<file path="src/sv/imf_pkg.sv">
`timescale 1ns / 1ps
`default_nettype none
package imf_pkg;

    // Record table
    localparam int DEPTH     = 64;
    localparam int REC_AW    = $clog2(DEPTH);
    localparam int CNT_W     = $clog2(DEPTH + 1);
    localparam int REC_W     = 8 + 16 + 32;

    // Result list
    localparam int RES_DEPTH = 32;
    localparam int RES_AW    = $clog2(RES_DEPTH);
    localparam int N_W       = $clog2(RES_DEPTH + 1);

    // Interpolation arithmetic
    localparam int TR_W      = 17;
    localparam int PR_W      = 33;
    localparam int PROD_W    = TR_W + PR_W;
    localparam int DCNT_W    = $clog2(PROD_W + 1);

    // Status codes
    localparam logic [1:0] ST_OK     = 2'd0;
    localparam logic [1:0] ST_NODATA = 2'd1;
    localparam logic [1:0] ST_FULL   = 2'd2;

    typedef enum logic [1:0] {
        OP_INSERT = 2'd0,
        OP_QUERY  = 2'd1,
        OP_CLEAR  = 2'd2,
        OP_NONE   = 2'd3
    } t_op;

    typedef enum logic [1:0] {
        RS_OK     = 2'd0,
        RS_FULL   = 2'd1,
        RS_NODATA = 2'd2,
        RS_MEDIAN = 2'd3
    } t_rsel;

    typedef enum logic [4:0] {
        S_IDLE,
        S_DECODE,
        S_ISCAN,
        S_ISH_RD,
        S_ISH_WR,
        S_PASS,
        S_QSCAN,
        S_MUL,
        S_DIVGO,
        S_DIV,
        S_RSCAN,
        S_RSH_RD,
        S_RSH_WR,
        S_MRD,
        S_FIN_OK,
        S_FIN_FULL,
        S_FIN_NODATA,
        S_FIN_MED
    } t_state;

    typedef struct packed {
        logic  in_ready;
        logic  load;
        logic  qry_init;
        logic  clear;
        logic  scan_start;
        logic  qscan_init;
        logic  scan_run;
        logic  scan_q;
        logic  mem_res;
        logic  shift_init;
        logic  rd_shift;
        logic  wr_shift;
        logic  rec_ins;
        logic  res_ins;
        logic  mul;
        logic  div_start;
        logic  val_latch;
        logic  med_rd;
        logic  out_push;
        t_rsel rsel;
    } t_cmd;

    typedef struct packed {
        t_op  op;
        logic full;
        logic scan_done;
        logic found;
        logic sh_more;
        logic passes_zero;
        logic n_zero;
        logic div_busy;
        logic tr_zero;
        logic out_free;
    } t_sts;

endpackage
`default_nettype wire

</file>
<file path="src/sv/imf_ctl.sv">
`timescale 1ns / 1ps
`default_nettype none
module imf_ctl
    import imf_pkg::*;
(
    input  wire logic i_clk,
    input  wire logic i_rst_n,
    input  wire logic i_in_valid,
    input  wire t_sts i_sts,
    output t_cmd      o_cmd
);

    t_state r_state;
    t_state n_state;

    always_ff @(posedge i_clk) begin
        if (!i_rst_n) begin
            r_state <= S_IDLE;
        end else begin
            r_state <= n_state;
        end
    end

    // Next state
    always_comb begin
        n_state = r_state;
        case (r_state)
            S_IDLE: begin
                if (i_in_valid) n_state = S_DECODE;
            end
            S_DECODE: begin
                case (i_sts.op)
                    OP_INSERT: n_state = i_sts.full ? S_FIN_FULL : S_ISCAN;
                    OP_QUERY:  n_state = S_PASS;
                    default:   n_state = S_FIN_OK;
                endcase
            end
            S_ISCAN: begin
                if (i_sts.scan_done) n_state = S_ISH_RD;
            end
            S_ISH_RD: begin
                n_state = i_sts.sh_more ? S_ISH_WR : S_FIN_OK;
            end
            S_ISH_WR: n_state = S_ISH_RD;
            S_PASS: begin
                if (i_sts.passes_zero) begin
                    n_state = i_sts.n_zero ? S_FIN_NODATA : S_MRD;
                end else begin
                    n_state = S_QSCAN;
                end
            end
            S_QSCAN: begin
                if (i_sts.scan_done) begin
                    if (i_sts.found) n_state = S_MUL;
                    else n_state = i_sts.n_zero ? S_FIN_NODATA : S_MRD;
                end
            end
            S_MUL:   n_state = S_DIVGO;
            S_DIVGO: n_state = S_DIV;
            S_DIV: begin
                if (!i_sts.div_busy || i_sts.tr_zero) n_state = S_RSCAN;
            end
            S_RSCAN: begin
                if (i_sts.scan_done) n_state = S_RSH_RD;
            end
            S_RSH_RD: begin
                n_state = i_sts.sh_more ? S_RSH_WR : S_PASS;
            end
            S_RSH_WR: n_state = S_RSH_RD;
            S_MRD:    n_state = S_FIN_MED;
            S_FIN_OK, S_FIN_FULL, S_FIN_NODATA, S_FIN_MED: begin
                if (i_sts.out_free) n_state = S_IDLE;
            end
            default: n_state = S_IDLE;
        endcase
    end

    // Commands
    always_comb begin
        o_cmd = '0;
        o_cmd.rsel = RS_OK;
        case (r_state)
            S_IDLE: begin
                o_cmd.in_ready = 1'b1;
                o_cmd.load     = i_in_valid;
            end
            S_DECODE: begin
                case (i_sts.op)
                    OP_INSERT: o_cmd.scan_start = 1'b1;
                    OP_QUERY:  o_cmd.qry_init   = 1'b1;
                    OP_CLEAR:  o_cmd.clear      = 1'b1;
                    default:   o_cmd.clear      = 1'b0;
                endcase
            end
            S_ISCAN: begin
                o_cmd.scan_run   = 1'b1;
                o_cmd.shift_init = i_sts.scan_done;
            end
            S_ISH_RD: begin
                o_cmd.rd_shift = i_sts.sh_more;
                o_cmd.rec_ins  = !i_sts.sh_more;
            end
            S_ISH_WR: o_cmd.wr_shift = 1'b1;
            S_PASS: begin
                o_cmd.scan_start = !i_sts.passes_zero;
                o_cmd.qscan_init = !i_sts.passes_zero;
                o_cmd.scan_q     = 1'b1;
            end
            S_QSCAN: begin
                o_cmd.scan_run = 1'b1;
                o_cmd.scan_q   = 1'b1;
            end
            S_MUL:   o_cmd.mul       = 1'b1;
            S_DIVGO: o_cmd.div_start = 1'b1;
            S_DIV: begin
                o_cmd.mem_res    = 1'b1;
                o_cmd.val_latch  = !i_sts.div_busy || i_sts.tr_zero;
                o_cmd.scan_start = !i_sts.div_busy || i_sts.tr_zero;
            end
            S_RSCAN: begin
                o_cmd.mem_res    = 1'b1;
                o_cmd.scan_run   = 1'b1;
                o_cmd.shift_init = i_sts.scan_done;
            end
            S_RSH_RD: begin
                o_cmd.mem_res  = 1'b1;
                o_cmd.rd_shift = i_sts.sh_more;
                o_cmd.res_ins  = !i_sts.sh_more;
            end
            S_RSH_WR: begin
                o_cmd.mem_res  = 1'b1;
                o_cmd.wr_shift = 1'b1;
            end
            S_MRD: o_cmd.med_rd = 1'b1;
            S_FIN_OK: begin
                o_cmd.out_push = i_sts.out_free;
                o_cmd.rsel     = RS_OK;
            end
            S_FIN_FULL: begin
                o_cmd.out_push = i_sts.out_free;
                o_cmd.rsel     = RS_FULL;
            end
            S_FIN_NODATA: begin
                o_cmd.out_push = i_sts.out_free;
                o_cmd.rsel     = RS_NODATA;
            end
            S_FIN_MED: begin
                o_cmd.out_push = i_sts.out_free;
                o_cmd.rsel     = RS_MEDIAN;
            end
            default: o_cmd.rsel = RS_OK;
        endcase
    end

endmodule
`default_nettype wire

</file>
<file path="config.mk">
export PLATFORM = sky130hd
export DESIGN_NAME = imf_ctl
export DESIGN_NICKNAME = d
export VERILOG_FILES = /design/src/sv/imf_pkg.sv /design/src/sv/imf_ctl.sv
export SDC_FILE = /design/constraint.sdc
export NUM_CORES = 1
export LEC_CHECK = 0
export ABC_AREA = 1
export BUFFER_PORTS_ARGS = -buffer_cell sky130_fd_sc_hd__buf_2
export CAP_MARGIN = 20
export CORE_UTILIZATION = 45
export DETAILED_ROUTE_END_ITERATION = 10
export GPL_ROUTABILITY_DRIVEN = 0
export PLACE_DENSITY = 0.79
export SETUP_SLACK_MARGIN = 0.02
export SLEW_MARGIN = 5
export SYNTH_ARGS = -nofsm -noshare
export SYNTH_HDL_FRONTEND = slang
export SYNTH_SLANG_ARGS = --single-unit
</file>
<file path="constraint.sdc">
create_clock -name i_clk -period 1.8 [get_ports i_clk]
set_input_delay 0.36 -clock i_clk [delete_from_list [all_inputs] [get_ports i_clk]]
set_output_delay 0.36 -clock i_clk [all_outputs]
set_load 0.005 [all_outputs]
</file>
* Word level (Yosys, flattened, before mapping)
Index checks and enable logic that the tools add are counted.
Word-level totals: register bits 5, input bits 14, output and inout port bits 21, word-level logic and storage cells 75
Operators by class: equal/unequal tests 25, mux-type cells 35, reductions and logical operators 14
Operator list (count):
- 5-bit case mux with 15 select lines | 1
- 5-bit 2-to-1 mux | 9
- 5-bit by 4-bit == test with 1-bit output, second input constant | 8
- 5-bit by 3-bit == test with 1-bit output, second input constant | 4
- 1-bit 2-to-1 mux | 17
- 4-bit 2-to-1 mux | 3
- 5-bit by 2-bit == test with 1-bit output, second input constant | 2
- 5-bit == test, second input constant | 2
- 2-bit != test, second input constant | 5
- 4-bit case mux with 2 select lines | 1
- 2-bit OR reduction | 4
- 4-bit OR reduction | 2
- 2-bit case mux with 3 select lines | 1
- 6-bit AND reduction | 1
- 5-bit by 1-bit == test with 1-bit output, second input constant | 1
- 5-bit logical NOT | 1
- 2-bit 2-to-1 mux | 2
- 1-bit logical NOT | 3
- 1-bit case mux with 3 select lines | 1
- 3-bit OR reduction | 1
- 2-bit by 1-bit == test with 1-bit output, second input constant | 1
- 2-bit == test, second input constant | 1
- 2-bit logical NOT | 1
- 2-bit by 1-bit != test with 1-bit output, second input constant | 1
- 1-bit logical OR | 1

* Depth between registers and ports, before layout
depth in word-level cells 4, gate-level depth with buffers 10, mapped depth without buffers 9

* Worst setup path after synthesis
No wires, ideal clock.
path kind reg-to-output, start point register r_state[4], end point output port o_cmd[16] (netlist bit), arrival time 1.148 ns, required time 1.440 ns, path slack 0.292 ns, stages on the path, launching flop included 7, buffers on the path 0, path through dfxtp_1 > inv_2 > nand2_1 > nor2_2 > nand2_1 > nor2_2 > or3_1
RTL lines:
- from (decl) | RTL line imf_ctl.sv:13 | t_state r_state;
- from (signal assigned) | RTL line imf_ctl.sv:20 | r_state <= n_state;
- to (decl) | RTL line imf_ctl.sv:10 | output t_cmd o_cmd

==> impl_metrics.csv <==
group,metric,value,unit
cells_and_area,antenna-diode-count,0,
place,dp_worst_setup_slack,0.09532,ns
timing,layout_setup_ws,-0.003178,ns
die,fp.dieH,41.81,um
timing,period_share,100.2,%
place,placement.cell_area,905.9,um2
power,power.static_leakage,0.0006453,uW
timing,grt_setup_unrepaired,"true",
yosys,ys.warnings.count,0,
global_route,first_global_vias,890,
drt,route.final.wire_length,2615,um
setup_path,path_cells,"inv_1 -> nand2_2 -> nor2_4 -> nand2_2 -> a21oi_2 -> or3_1 -> buf_2",
clock_tree,cts-root-to-sink-buffers,2,
global_route,gr-total-overflow,0,
cells_and_area,postLayoutCoreUtil,72.02,%
place,dp.final_hpwl,1729,um
run_status,violations,"negative setup slack",
global_route,groute.usage.overall,27.93,%
clock_tree,cts_hold_buffers,0,
die,rows,14,
timing,slew_viol_final,0,
global_route,grt.met3_usage,6.522,%
timing,slew_headroom,82.29,%
yosys,synth_nets,156,
place,dpl.cell_count,192,
setup_path,slowest_stage,"sky130_fd_sc_hd__dfxtp_4",
setup_path,timing.critical_path.mode_cell,"sky130_fd_sc_hd__nand2_2",
clock_tree,insertion_delay_to_the_later_sink_of_the_worst_skew_pair,0.25,ns
cells_and_area,reg.largest.list,"r_state (5)",
die,die_area,1748,um2
clock_tree,clock-sinks,5,
global_route,grt_max_degree,8,
global_route,grt.met2_usage,47.19,%
clock_tree,cts_max_level,1,
yosys,ys_seq_elements,5,
place,port-buffer-count,34,
cells_and_area,fin_nets,204,
drt,drc,0,
timing,tightest_slew,0.2657,ns
cells_and_area,registers.top_by_ff_count,"r_state",
clock_tree,clock_tree.root_cell,"sky130_fd_sc_hd__clkbuf_4",
die,floorplan.core_area,1489,um2
yosys,synthCells,142,
die,start_util,47.90,%
cells_and_area,stdcell_area,1072,um2
cells_and_area,growth_of_design_area_from_synthesis_to_finish,50.35,%
setup_path,worstPathArrival,1.44,ns
yosys,synth.cell_area,713.2,um2
setup_path,timing_worst_setup_path_type,"flip-flop to primary output",
drt,dr.first_iter.drc_count,93,
setup_path,timing.reg2reg.setup_slack,0.27,ns
cells_and_area,flip_flop_count_of_the_largest_register_all_copies_and_words_added,5,
timing,setup-violations-final,1,
setup_path,worstSetupStartpointType,"flip-flop",
yosys,seq_area_frac_synth,14.04,%
drt,vias_per_cell,5.610,
global_route,antenna_found_initial,0,
clock_tree,cts.reportedPaths.clkPinSlew,0.05,ns
drt,final_antenna_net_count,0,
setup_path,cp_top_family,"simple AND/OR/NAND/NOR gates",
setup_path,setup.worst_path.end_class,"primary output",
clock_tree,tritoncts,"built",
power,max-vdd-ir-drop,0.7774,mV
setup_path,worst_path_fanout_max,5,
yosys,synthDistinctLibCells,19,
cells_and_area,post_route_cells_drive_above_1_share,40.21,%
drt,dr_total_vias,1150,
die,fp.dieW,41.81,um
global_route,gr-usage-met1,36.53,%
timing,min_period,1.803,ns
timing,maxClockFrequency,554.6,MHz
setup_path,critPathMaxStageDelay,0.39,ns
die,floorplan.io_pins,35,
drt,avgRoutedWirePerCell,12.76,um
global_route,busiest_layer,"met2",
cells_and_area,fillers,126,
global_route,grt_pass1_wl,3829,um
clock_tree,cts_buffers,3,
min_path,min_path_type,"input pin to flip-flop",
setup_path,critical_path.n_buffers_inverters,2,
cells_and_area,layout.cells.non_filler,205,
power,power.density_cell_area,1257,nW/um2
run,max_cap_viol_count,0,
yosys,post_synth.cell_area_avg,5.022,um2
timing,finalHoldViolCount,0,
drt,detailedRoute.firstPassIterationCount,5,
timing,skew,0.006030,ns
run_status,outcome,"finished, violations left",
setup_path,worst-endpoint-required,1.44,ns
-- final timing paths --
kind | depth (start not counted) | to | start
worst min-delay path | 3 | r_state[0]$_SDFFE_PN0P_ | i_rst_n
worst max-delay path | 7 | o_cmd[16] | r_state[2]$_SDFFE_PN0P_
worst max register to register | 8 | r_state[4]$_SDFFE_PN0P_ | r_state[4]$_SDFFE_PN0P_
worst min register to register | 2 | r_state[2]$_SDFFE_PN0P_ | r_state[2]$_SDFFE_PN0P_
-- Yosys cell counts --
master                     instances  share of area (%)
sky130_fd_sc_hd__a21oi_1           9                6.3
sky130_fd_sc_hd__buf_2             1               0.70
sky130_fd_sc_hd__dfxtp_1           5                 14
sky130_fd_sc_hd__inv_1            24                 13
sky130_fd_sc_hd__inv_2             2                1.1
sky130_fd_sc_hd__nand2_1          40                 21
sky130_fd_sc_hd__nand2_2           1               0.88
sky130_fd_sc_hd__nand3_1          16                 11
sky130_fd_sc_hd__nand3b_1          1                1.1
sky130_fd_sc_hd__nand4_1           3                2.6
sky130_fd_sc_hd__nand4_2           1                1.8
sky130_fd_sc_hd__nor2_1           19                 10
sky130_fd_sc_hd__nor2_2            8                7.0
sky130_fd_sc_hd__nor3_1            4                2.8
sky130_fd_sc_hd__nor3_2            1                1.4
sky130_fd_sc_hd__o211ai_1          1                1.1
sky130_fd_sc_hd__o21ai_0           4                2.8
sky130_fd_sc_hd__o21ai_1           1               0.70
sky130_fd_sc_hd__or3_1             1               0.88
-- worst reg2reg max path: stages, from the launching register on --
cell,delay [ns]
sky130_fd_sc_hd__dfxtp_2,0.33
sky130_fd_sc_hd__inv_4,0.10
sky130_fd_sc_hd__buf_4,0.14
sky130_fd_sc_hd__nand3_1,0.15
sky130_fd_sc_hd__nor2_1,0.21
sky130_fd_sc_hd__nand3_1,0.11
sky130_fd_sc_hd__o211ai_1,0.11
sky130_fd_sc_hd__nand2_1,0.09
sky130_fd_sc_hd__a21oi_1,0.20
-- area by class of cell --
class / instances / area (um2) / area share [%]
sequential: 5 / 113.9 / 10.62
tap: 16 / 20.02 / 1.867
clock buffer: 4 / 26.28 / 2.450
timing repair buffer: 44 / 245.2 / 22.87
inverter: 26 / 100.1 / 9.335
multi-input combinational: 110 / 566.8 / 52.86
-- routing by layer --
layer	up-vias	wire length (um)
met5	-	0
met4	0	59
met3	12	265
met2	81	1255
met1	510	1035
li1	547	-
-- cells in the final DEF, fill, tap and decap left out, drive strengths merged --
master  instances
o21ai           5
nand3b          1
dfxtp           5
inv            26
o211ai          1
nand4           4
buf            44
nand3          16
nand2          41
nor3            5
or3             1
a21oi           9
clkbuf          4
nor2           27
-- metrics by stage --
stage	hold WS, ns	power (uW)	TNS, ns
after global routing	0.4209	1455	-0.1545
final	0.4126	1348	-0.003178
after floorplan	0.5092	722.1	0
after CTS	0.4038	1186	0
after global placement	0.5284	926.0	0
after detailed placement	0.5388	940.5	0
-- timing repair --
action | CTS | global route
buffers inserted | 6 | 3
pin swaps | 2 | 3
gates resized for setup | 15 | 12
setup endpoints to repair | 5 | 10
-- power by group --
group	leakage [uW]	internal (uW)	switching [uW]	total [uW]
Combinational	0.000586	390	586	977
Sequential	0.0000439	162	76.9	239
Clock	0.0000150	84.0	48.5	133
Total	0.000645	636	712	1350
-- logic make-up after synthesis --
family | Yosys count | share of synthesized area (%)
AND/OR/NAND/NOR | 95 | 60.70
buffers and inverters | 27 | 14.39
AO/OA/AOI/OAI | 15 | 10.88
flip-flops | 5 | 14.04
Note: power is estimated with default switching activity, not from simulation.
